<file path="src/rtl/rrsg_pkg.sv">
// Shared constants and types of the rounded rectangle span generator.
package rrsg_pkg;

  localparam int COORD_BITS_DEF = 12;
  localparam int CRD_W          = 12;
  localparam int Y_W            = 13;
  localparam int COL_W          = 32;
  localparam int RAD_W          = 8;
  localparam int BRD_W          = 7;
  localparam int SQ_W           = 16;
  localparam int SQ_STEPS       = 8;
  localparam int EDGE_W         = 15;
  localparam int SPANS_MAX      = 3;
  localparam int ACCEPT_GAP     = 3;
  localparam int RECIP3_SH      = 11;

  localparam logic [RAD_W-1:0] RASTER_RST = 8'd24;
  localparam logic [COL_W-1:0] BLACK_ARGB = 32'hFF00_0000;
  localparam logic [BRD_W-1:0] MIN_BORDER = 7'd2;
  // Rounded-up 2^11 / 3; exact floor division by three for values below 2048.
  localparam logic [10:0]      RECIP3     = 11'd683;

  typedef enum logic [1:0] {
    SPAN_LEFT,
    SPAN_FILL,
    SPAN_RIGHT
  } span_sel_t;

  // Per-row data that rides alongside the square root lanes.
  typedef struct packed {
    logic [CRD_W-1:0] left;
    logic [CRD_W-1:0] right;
    logic [BRD_W-1:0] bord;
    logic [RAD_W-1:0] rad_o;
    logic [RAD_W-1:0] rad_i;
    logic [Y_W-1:0]   span_y;
    logic [COL_W-1:0] fill;
    logic [COL_W-1:0] bcol;
    logic             use_o;
    logic             use_i;
    logic             border_row;
  } rrsg_row_t;

  // What one square root cell hands to the next.
  typedef struct packed {
    logic            vld;
    logic [SQ_W-1:0] x_o;
    logic [SQ_W-1:0] res_o;
    logic [SQ_W-1:0] x_i;
    logic [SQ_W-1:0] res_i;
    rrsg_row_t       row;
  } rrsg_cell_t;

endpackage

</file>
<file path="src/rtl/rrsg_front.sv">
// Setup pipeline: radius, border width, corner distance and squared radicands.
module rrsg_front import rrsg_pkg::*; (
  input  logic             clk,
  input  logic             rst_n,
  input  logic             fire,
  input  logic [RAD_W-1:0] raster,
  input  logic [CRD_W-1:0] in_rect_left,
  input  logic [CRD_W-1:0] in_rect_right,
  input  logic [CRD_W-1:0] in_rect_top,
  input  logic [CRD_W-1:0] in_rect_height,
  input  logic [CRD_W-1:0] in_row_index,
  input  logic [COL_W-1:0] in_fill_color,
  input  logic [COL_W-1:0] in_border_color,
  input  logic             in_border_given,
  output rrsg_cell_t       head
);

  localparam int NSTG = 5;

  typedef struct packed {
    logic [CRD_W-1:0] h;
    logic [CRD_W-1:0] y;
    logic [RAD_W-1:0] rast;
    logic [RAD_W-1:0] corner_d;
    logic [SQ_W-1:0]  sq_o;
    logic [SQ_W-1:0]  sq_i;
    logic [SQ_W-1:0]  sq_d;
    rrsg_row_t        row;
  } front_t;

  front_t     stg_r   [NSTG];
  front_t     stg_nxt [NSTG];
  logic       vld_r   [NSTG];
  logic       vld_nxt [NSTG];
  rrsg_cell_t head_r;
  rrsg_cell_t head_nxt;

  logic [20:0]      hprod;
  logic [18:0]      bprod;
  logic [RAD_W-1:0] hd3;
  logic [BRD_W-1:0] bq;
  logic             short_btn;
  logic             top_c;
  logic             bot_c;
  logic [Y_W-1:0]   yr;
  logic [Y_W-1:0]   yb;
  logic [Y_W-1:0]   ydif;

  always_comb begin
    // Stage 0: capture the transaction and pick the border color.
    stg_nxt[0]                = '0;
    stg_nxt[0].h              = in_rect_height;
    stg_nxt[0].y              = in_row_index;
    stg_nxt[0].rast           = raster;
    stg_nxt[0].row.left       = in_rect_left;
    stg_nxt[0].row.right      = in_rect_right;
    stg_nxt[0].row.span_y     = Y_W'(in_rect_top) + Y_W'(in_row_index);
    stg_nxt[0].row.fill       = in_fill_color;
    stg_nxt[0].row.bcol       = in_border_given ? in_border_color : BLACK_ARGB;
    vld_nxt[0]                = fire && (in_row_index < in_rect_height);

    // Stage 1: outer radius, a third of the height for short buttons.
    hprod      = 21'(stg_r[0].h[9:0]) * 21'(RECIP3);
    hd3        = hprod[RECIP3_SH +: RAD_W];
    short_btn  = Y_W'(stg_r[0].h) <= Y_W'({stg_r[0].rast, 1'b0});
    stg_nxt[1] = stg_r[0];
    stg_nxt[1].row.rad_o = short_btn ? hd3 : stg_r[0].rast;
    vld_nxt[1] = vld_r[0];

    // Stage 2: border width and inner radius.
    bprod      = 19'(stg_r[1].row.rad_o) * 19'(RECIP3);
    bq         = bprod[RECIP3_SH +: BRD_W];
    stg_nxt[2] = stg_r[1];
    stg_nxt[2].row.bord  = (bq < MIN_BORDER) ? MIN_BORDER : bq;
    stg_nxt[2].row.rad_i = stg_r[1].row.rad_o - RAD_W'(stg_nxt[2].row.bord);
    vld_nxt[2] = vld_r[1];

    // Stage 3: corner classification. The inner arc uses the same distance
    // from the corner center as the outer arc.
    top_c = stg_r[2].y < CRD_W'(stg_r[2].row.rad_o);
    yr    = Y_W'(stg_r[2].y) + Y_W'(stg_r[2].row.rad_o);
    yb    = Y_W'(stg_r[2].y) + Y_W'(stg_r[2].row.bord);
    bot_c = !top_c && (yr > Y_W'(stg_r[2].h));
    ydif  = yr - Y_W'(stg_r[2].h);
    stg_nxt[3] = stg_r[2];
    stg_nxt[3].corner_d = top_c ? (stg_r[2].row.rad_o - stg_r[2].y[RAD_W-1:0])
                                : ydif[RAD_W-1:0];
    stg_nxt[3].row.use_o = top_c || bot_c;
    stg_nxt[3].row.use_i = top_c ? (stg_r[2].y >= CRD_W'(stg_r[2].row.bord))
                                 : (bot_c && (yb <= Y_W'(stg_r[2].h)));
    stg_nxt[3].row.border_row = (stg_r[2].y < CRD_W'(stg_r[2].row.bord)) ||
                                (yb >= Y_W'(stg_r[2].h));
    vld_nxt[3] = vld_r[2];

    // Stage 4: squares of both radii and of the distance.
    stg_nxt[4]      = stg_r[3];
    stg_nxt[4].sq_o = SQ_W'(stg_r[3].row.rad_o) * SQ_W'(stg_r[3].row.rad_o);
    stg_nxt[4].sq_i = SQ_W'(stg_r[3].row.rad_i) * SQ_W'(stg_r[3].row.rad_i);
    stg_nxt[4].sq_d = SQ_W'(stg_r[3].corner_d) * SQ_W'(stg_r[3].corner_d);
    vld_nxt[4]      = vld_r[3];

    // Radicands for the root chain; unused lanes run on zero.
    head_nxt       = '0;
    head_nxt.vld   = vld_r[4];
    head_nxt.row   = stg_r[4].row;
    head_nxt.x_o   = stg_r[4].row.use_o ? (stg_r[4].sq_o - stg_r[4].sq_d) : '0;
    head_nxt.x_i   = stg_r[4].row.use_i ? (stg_r[4].sq_i - stg_r[4].sq_d) : '0;
  end

  always_ff @(posedge clk) begin
    stg_r <= stg_nxt;
    if (!rst_n) begin
      vld_r <= '{default: 1'b0};
    end else begin
      vld_r <= vld_nxt;
    end
  end

  always_ff @(posedge clk) begin
    if (!rst_n) begin
      head_r <= '0;
    end else begin
      head_r <= head_nxt;
    end
  end

  assign head = head_r;

endmodule

</file>
<file path="src/rtl/rrsg_sqrt_cell.sv">
// One digit step of the integer square root, for the outer and inner arcs.
module rrsg_sqrt_cell import rrsg_pkg::*; #(
  parameter int STEP = 0
) (
  input  logic       clk,
  input  logic       rst_n,
  input  rrsg_cell_t cin,
  output rrsg_cell_t cout
);

  localparam logic [SQ_W:0] BIT = (SQ_W+1)'(1 << (2 * (SQ_STEPS - 1 - STEP)));

  rrsg_cell_t cout_r;
  rrsg_cell_t cout_nxt;

  // Returns {remainder, partial root} after one digit.
  function automatic logic [2*SQ_W-1:0] root_step(input logic [SQ_W-1:0] x,
                                                  input logic [SQ_W-1:0] res);
    logic [SQ_W:0] trial;
    logic [SQ_W:0] rem;
    logic [SQ_W:0] nres;
    trial = {1'b0, res} + BIT;
    if ({1'b0, x} >= trial) begin
      rem  = {1'b0, x} - trial;
      nres = ({1'b0, res} >> 1) + BIT;
      return {rem[SQ_W-1:0], nres[SQ_W-1:0]};
    end
    return {x, res >> 1};
  endfunction

  always_comb begin
    cout_nxt = cin;
    {cout_nxt.x_o, cout_nxt.res_o} = root_step(cin.x_o, cin.res_o);
    {cout_nxt.x_i, cout_nxt.res_i} = root_step(cin.x_i, cin.res_i);
  end

  always_ff @(posedge clk) begin
    if (!rst_n) begin
      cout_r <= '0;
    end else begin
      cout_r <= cout_nxt;
    end
  end

  assign cout = cout_r;

endmodule

</file>
<file path="src/rtl/rrsg_span_emit.sv">
// Edge assembly and span sequencer: one or three spans per row, one per cycle.
module rrsg_span_emit import rrsg_pkg::*; #(
  parameter int COORD_BITS = COORD_BITS_DEF
) (
  input  logic             clk,
  input  logic             rst_n,
  input  rrsg_cell_t       tail,
  output logic             out_valid,
  output logic [CRD_W-1:0] out_span_x_start,
  output logic [CRD_W-1:0] out_span_x_end,
  output logic [Y_W-1:0]   out_span_y,
  output logic [COL_W-1:0] out_span_color,
  output logic             out_last_span
);

  localparam int MAXC = (1 << COORD_BITS) - 1;

  logic [EDGE_W-1:0] l1_r, r1_r, l2_r, r2_r;
  logic [EDGE_W-1:0] l1_nxt, r1_nxt, l2_nxt, r2_nxt;
  logic [Y_W-1:0]    y_r;
  logic [COL_W-1:0]  fill_r, bcol_r;
  logic              brd_r;
  logic [1:0]        cnt_r, cnt_nxt;
  span_sel_t         sel_r, sel_nxt;

  logic [RAD_W-1:0]  t_o, t_i;
  logic              emit;
  logic [EDGE_W-1:0] xs, xe;
  logic [COL_W-1:0]  col;
  logic              last;

  logic              out_valid_r;
  logic [CRD_W-1:0]  xs_r, xe_r;
  logic [Y_W-1:0]    oy_r;
  logic [COL_W-1:0]  col_r;
  logic              last_r;

  // Signed edge clamped to the screen, then cut to the port width.
  function automatic logic [CRD_W-1:0] clamp_x(input logic [EDGE_W-1:0] v);
    if (v[EDGE_W-1]) begin
      return '0;
    end
    if (int'(v) > MAXC) begin
      return CRD_W'(MAXC);
    end
    return v[CRD_W-1:0];
  endfunction

  always_comb begin
    t_o    = tail.row.use_o ? (tail.row.rad_o - tail.res_o[RAD_W-1:0]) : '0;
    t_i    = tail.row.use_i ? (tail.row.rad_i - tail.res_i[RAD_W-1:0]) : '0;
    l1_nxt = EDGE_W'(tail.row.left) + EDGE_W'(t_o);
    r1_nxt = EDGE_W'(tail.row.right) - EDGE_W'(t_o);
    l2_nxt = EDGE_W'(tail.row.left) + EDGE_W'(tail.row.bord) + EDGE_W'(t_i);
    r2_nxt = EDGE_W'(tail.row.right) - EDGE_W'(tail.row.bord) - EDGE_W'(t_i);
  end

  always_comb begin
    emit = cnt_r != 2'd0;
    xs   = l1_r;
    xe   = r1_r;
    col  = bcol_r;
    last = 1'b1;
    if (!brd_r) begin
      case (sel_r)
        SPAN_LEFT: begin
          xe   = l2_r - EDGE_W'(1);
          last = 1'b0;
        end
        SPAN_FILL: begin
          xs   = l2_r;
          xe   = r2_r;
          col  = fill_r;
          last = 1'b0;
        end
        SPAN_RIGHT: begin
          xs = r2_r + EDGE_W'(1);
        end
        default: begin
          xs = l1_r;
        end
      endcase
    end

    // A new row lands on the same edge as the previous row's last span.
    if (tail.vld) begin
      cnt_nxt = tail.row.border_row ? 2'd1 : 2'(SPANS_MAX);
      sel_nxt = SPAN_LEFT;
    end else if (emit) begin
      cnt_nxt = cnt_r - 2'd1;
      case (sel_r)
        SPAN_LEFT: sel_nxt = SPAN_FILL;
        SPAN_FILL: sel_nxt = SPAN_RIGHT;
        default:   sel_nxt = SPAN_LEFT;
      endcase
    end else begin
      cnt_nxt = cnt_r;
      sel_nxt = sel_r;
    end
  end

  always_ff @(posedge clk) begin
    if (tail.vld) begin
      l1_r   <= l1_nxt;
      r1_r   <= r1_nxt;
      l2_r   <= l2_nxt;
      r2_r   <= r2_nxt;
      y_r    <= tail.row.span_y;
      fill_r <= tail.row.fill;
      bcol_r <= tail.row.bcol;
      brd_r  <= tail.row.border_row;
    end
    xs_r   <= clamp_x(xs);
    xe_r   <= clamp_x(xe);
    oy_r   <= y_r;
    col_r  <= col;
    last_r <= last;
  end

  always_ff @(posedge clk) begin
    if (!rst_n) begin
      cnt_r       <= 2'd0;
      sel_r       <= SPAN_LEFT;
      out_valid_r <= 1'b0;
    end else begin
      cnt_r       <= cnt_nxt;
      sel_r       <= sel_nxt;
      out_valid_r <= emit;
    end
  end

  assign out_valid        = out_valid_r;
  assign out_span_x_start = xs_r;
  assign out_span_x_end   = xe_r;
  assign out_span_y       = oy_r;
  assign out_span_color   = col_r;
  assign out_last_span    = last_r;

endmodule

</file>
<file path="src/rtl/rounded_rect_span_generator.sv">
// Top level of the rounded rectangle span generator.
//
//   Channel   Handshake            Payload
//   ------    ---------            -------
//   input     start, busy          in_rect_*, in_row_index, in_*_color, in_border_given
//   result    out_valid (strobe)   out_span_x_start/_end, out_span_y, out_span_color,
//                                  out_last_span
//   config    cfg_wr_en            cfg_wr_data (raster size)
//
// A transaction is taken only while busy is low; busy rises after each accept
// and holds off new ones for the time the span sequencer needs for a
// three-span row. A row passes five setup stages, the chain input register,
// eight square root cells and two sequencer registers before its first span is
// on the result ports, and the rest follow on consecutive cycles. Rows below
// the rectangle give no span. Reset is synchronous, clears the valid flags and
// returns the raster size to 24. Results cannot be stalled and are never dropped.
module rounded_rect_span_generator import rrsg_pkg::*; #(
  parameter int COORD_BITS = COORD_BITS_DEF
) (
  input  logic             clk,
  input  logic             rst_n,
  input  logic             start,
  output logic             busy,
  input  logic [CRD_W-1:0] in_rect_left,
  input  logic [CRD_W-1:0] in_rect_right,
  input  logic [CRD_W-1:0] in_rect_top,
  input  logic [CRD_W-1:0] in_rect_height,
  input  logic [CRD_W-1:0] in_row_index,
  input  logic [COL_W-1:0] in_fill_color,
  input  logic [COL_W-1:0] in_border_color,
  input  logic             in_border_given,
  input  logic             cfg_wr_en,
  input  logic [RAD_W-1:0] cfg_wr_data,
  output logic             out_valid,
  output logic [CRD_W-1:0] out_span_x_start,
  output logic [CRD_W-1:0] out_span_x_end,
  output logic [Y_W-1:0]   out_span_y,
  output logic [COL_W-1:0] out_span_color,
  output logic             out_last_span
);

  logic [RAD_W-1:0] raster_r, raster_nxt;
  logic [1:0]       cool_r, cool_nxt;
  logic             fire;
  rrsg_cell_t       chain [SQ_STEPS+1];

  assign fire = start && !busy;
  assign busy = cool_r != 2'd0;

  always_comb begin
    raster_nxt = cfg_wr_en ? cfg_wr_data : raster_r;
    if (fire) begin
      cool_nxt = 2'(ACCEPT_GAP - 1);
    end else if (cool_r != 2'd0) begin
      cool_nxt = cool_r - 2'd1;
    end else begin
      cool_nxt = cool_r;
    end
  end

  always_ff @(posedge clk) begin
    if (!rst_n) begin
      raster_r <= RASTER_RST;
      cool_r   <= 2'd0;
    end else begin
      raster_r <= raster_nxt;
      cool_r   <= cool_nxt;
    end
  end

  rrsg_front u_front (
    .clk             (clk),
    .rst_n           (rst_n),
    .fire            (fire),
    .raster          (raster_r),
    .in_rect_left    (in_rect_left),
    .in_rect_right   (in_rect_right),
    .in_rect_top     (in_rect_top),
    .in_rect_height  (in_rect_height),
    .in_row_index    (in_row_index),
    .in_fill_color   (in_fill_color),
    .in_border_color (in_border_color),
    .in_border_given (in_border_given),
    .head            (chain[0])
  );

  for (genvar k = 0; k < SQ_STEPS; k++) begin : g_cell
    rrsg_sqrt_cell #(
      .STEP (k)
    ) u_cell (
      .clk   (clk),
      .rst_n (rst_n),
      .cin   (chain[k]),
      .cout  (chain[k+1])
    );
  end

  rrsg_span_emit #(
    .COORD_BITS (COORD_BITS)
  ) u_emit (
    .clk              (clk),
    .rst_n            (rst_n),
    .tail             (chain[SQ_STEPS]),
    .out_valid        (out_valid),
    .out_span_x_start (out_span_x_start),
    .out_span_x_end   (out_span_x_end),
    .out_span_y       (out_span_y),
    .out_span_color   (out_span_color),
    .out_last_span    (out_last_span)
  );

endmodule

</file>
<file path="config.mk">
export PLATFORM = sky130hd
export DESIGN_NAME = rounded_rect_span_generator
export DESIGN_NICKNAME = d
export VERILOG_FILES = /design/src/rtl/rrsg_pkg.sv /design/src/rtl/rrsg_front.sv /design/src/rtl/rrsg_sqrt_cell.sv /design/src/rtl/rrsg_span_emit.sv /design/src/rtl/rounded_rect_span_generator.sv
export SDC_FILE = /design/constraint.sdc
export NUM_CORES = 2
export LEC_CHECK = 0
export ABC_AREA = 1
export BUFFER_PORTS_ARGS = -buffer_cell sky130_fd_sc_hd__buf_2
export CORE_UTILIZATION = 45
export CTS_CLUSTER_SIZE = 16
export DETAILED_ROUTE_END_ITERATION = 7
export GPL_ROUTABILITY_DRIVEN = 0
export PLACE_DENSITY_LB_ADDON = 0.08
export SLEW_MARGIN = 40
export SYNTH_ARGS = -nofsm -noshare
export SYNTH_HDL_FRONTEND = slang
export SYNTH_HIERARCHICAL = 1
export SYNTH_SLANG_ARGS = --single-unit
</file>
<file path="constraint.sdc">
create_clock -name clk -period 6.2 [get_ports clk]
set_input_delay 0.93 -clock clk [delete_from_list [all_inputs] [get_ports clk]]
set_output_delay 0.93 -clock clk [all_outputs]
set_load 0.01 [all_outputs]
</file>
==> reports/results.tsv <==
stage	metric	value	unit
yosys	Ys Warns	6	
global_route	global-route wire length before repair	403000	um
sta	Slew Limit Fails	0	
sta	clock skew	0.0620	ns
sta	setup TNS	0	ns
cells_and_area	Finished Layout Cells	17100	
sta	Final period util	86.4	%
cells_and_area	synthesis-to-finish area growth	11.9	%
drt	DR pass1 iterations	7	
yosys	cells after synthesis	13500	
sta	hold slack	0.0813	ns
setup_path	critical path class	reg2reg	
global_route	vias in the first global route	76600	
setup_path	crit end category	register	
job	# Max-Cap Violations	0	
setup_path	most used cell, CP	nand2_1	
cells_and_area	layout cells sized above 1	7.28	%
sta	Setup-failing EPs final	0	
global_route	largest net degree at the start of global routing	196	
clock_tree	CTS H-Tree Depth	5	
clock_tree	insertion delay to the later sink of the worst-skew pair	0.95	ns
placed_design	placed cell area	112000	um^2
setup_path	startpoint class of the critical path	register	
clock_tree	CTS root buffer	clkbuf_16	
die	core box area	241000	um^2
sta	Min Clock Period, post-route	5.36	ns
power	Pleak	67.4	nW
clock_tree	post-CTS setup buffer count	0	
setup_path	CP max FO	5	
sta	Slew @ Worst Pin	0.845	ns
clock_tree	Worst-path clk slew	0.07	ns
drt	Final ANT Viol Nets	0	
yosys	syn avg cell area	8.08	um^2
power	internal power	38.7	mW
die	# IOs	209	
setup_path	CP max stage delay	0.54	ns
die	Die ar.	244000	um^2
power	Clk pwr share	26.4	%
power	register share of total power	31.4	%
drt	total number of vias	78000	
clock_tree	Resized Gates After CTS	0	
placed_design	hpwl dp	189000	um
global_route	GRT Resource Usage Total	20.3	%
drt	drc violations	0	
cells_and_area	cell area after layout	122000	um^2
hold_path	Hold WC Path Type	in2reg	
die	die height	494	um
setup_path	Slowest-stage cell, CP	fa_1	
clock_tree	cts bufs inserted	290	
drt	1st-iter DRT viols	5182	
setup_path	Arr. time, crit path	6.18	ns
sta	RSZ-0062 raised after global routing	no	
global_route	GRT Residual Overflow	0	
clock_tree	worst-case clock buffer depth	4	
power	worst vdd ir	1.22	mV
power	Switch Pwr	24.8	mW
cells_and_area	Nets	14600	
cells_and_area	commonest non-fill, non-tap cells in the layout	nand2_1 (3747), inv_1 (2709), dfxtp_1 (2456)	
power	switching share of total power	39.1	%
die	# rows	180	
power	P per Cell Area	521	nW/um^2
setup_path	Worst EP required	7.03	ns
cells_and_area	Core Util, Final	50.7	%
global_route	initial antenna violation count	8	
cells_and_area	commonest non-fill, non-tap cell in the layout	nand2_1	
clock_tree	TritonCTS clock tree	yes	
drt	Routed Wire Length	249000	um
outcome	status	finished clean	
placed_design	# port buffers	208	
sta	Peak Freq	187	MHz
clock_tree	clk sinks	2588	
yosys	Cell Area, Synth	109000	um^2
sta	Max-slew headroom	43.7	%
drt	Via-to-Cell Ratio	4.56	
drt	wire length per cell	14.6	um
sta	Hold Fails Final Rpt	0	
placed_design	dpl cells	16600	
die	starting density of the core	45.3	%
die	die width	494	um
power	Gate power share	42.1	%
[power by group through the flow]
stage	Clock, mW	Combinational [mW]	Sequential [mW]
finish	16.8	26.8	20.0
global route	18.0	30.7	20.1
CTS	17.3	26.8	20.0
detailed placement	0	26.6	20.3
global placement	0	26.3	20.3
floorplan	0	21.7	19.6
[metal layers]
metal	track usage [%]	share of wire (%)	wire length, um
met1	28.9	50	123000
met2	31.5	43	107000
met5	0	0.0052	13
met4	5.93	2.4	6070
met3	3.12	4.9	12200
[flip-flops by register name, indices dropped and copies added, names as in the netlist, 14 cells and up]
signal	count
u_emit/bcol_r	32
u_front/stg_r	44
u_front/head_nxt	127
u_front/stg_nxt	549
u_emit/out_span_color	32
g_cell.u_cell/cout	1488
u_front/head	160
u_emit/r2_r	14
u_emit/fill_r	32
[stage by stage]
step	power, mW	setup WS (ns)
after global placement	46.7	0.794
after floorplan	41.2	1.42
final	63.5	0.845
after CTS	64.1	0.833
after detailed placement	46.9	0.871
after global routing	68.9	0.440
[worst paths after layout]
kind	start	endpoint	slack, ns	cells past startpoint
worst max-delay path	u_front/stg_nxt[522]$_DFF_P_	u_front/stg_nxt[301]$_DFF_P_	0.84	29
worst min-delay path	in_fill_color[5]	u_front/stg_nxt[685]$_DFF_P_	0.08	1
worst max register to register	u_front/stg_nxt[522]$_DFF_P_	u_front/stg_nxt[301]$_DFF_P_	0.84	29
worst min register to register	u_front/stg_nxt[551]$_DFF_P_	u_front/stg_nxt[336]$_DFF_P_	0.29	0
[timing repair]
| action | 4_1_cts | 5_1_grt |
|---|---|---|
| endpoints found under the hold margin | 4 | 0 |
| hold buffers | 4 | 0 |
| endpoints found under the setup margin | 0 | 0 |
[final cells by class]
cell class	count	area, um^2
fill	23100	119000
sequential	2588	53100
timing repair buffer	239	1430
antenna	4	10.0
tap	3185	3990
clock buffer	408	8400
multi-input combinational	7824	43700
inverter	2747	10300
clock inverter	88	1100
[worst max-delay path: cells and delay by family, from the launching register on]
kind	cells	cell delay [ns]
buf+inv	6	0.41
xor+xnor	1	0.11
flops	1	0.40
fa+ha+maj	7	2.86
compound gates	2	0.41
simple gates	13	1.04
(Power assumes the default switching activity.)
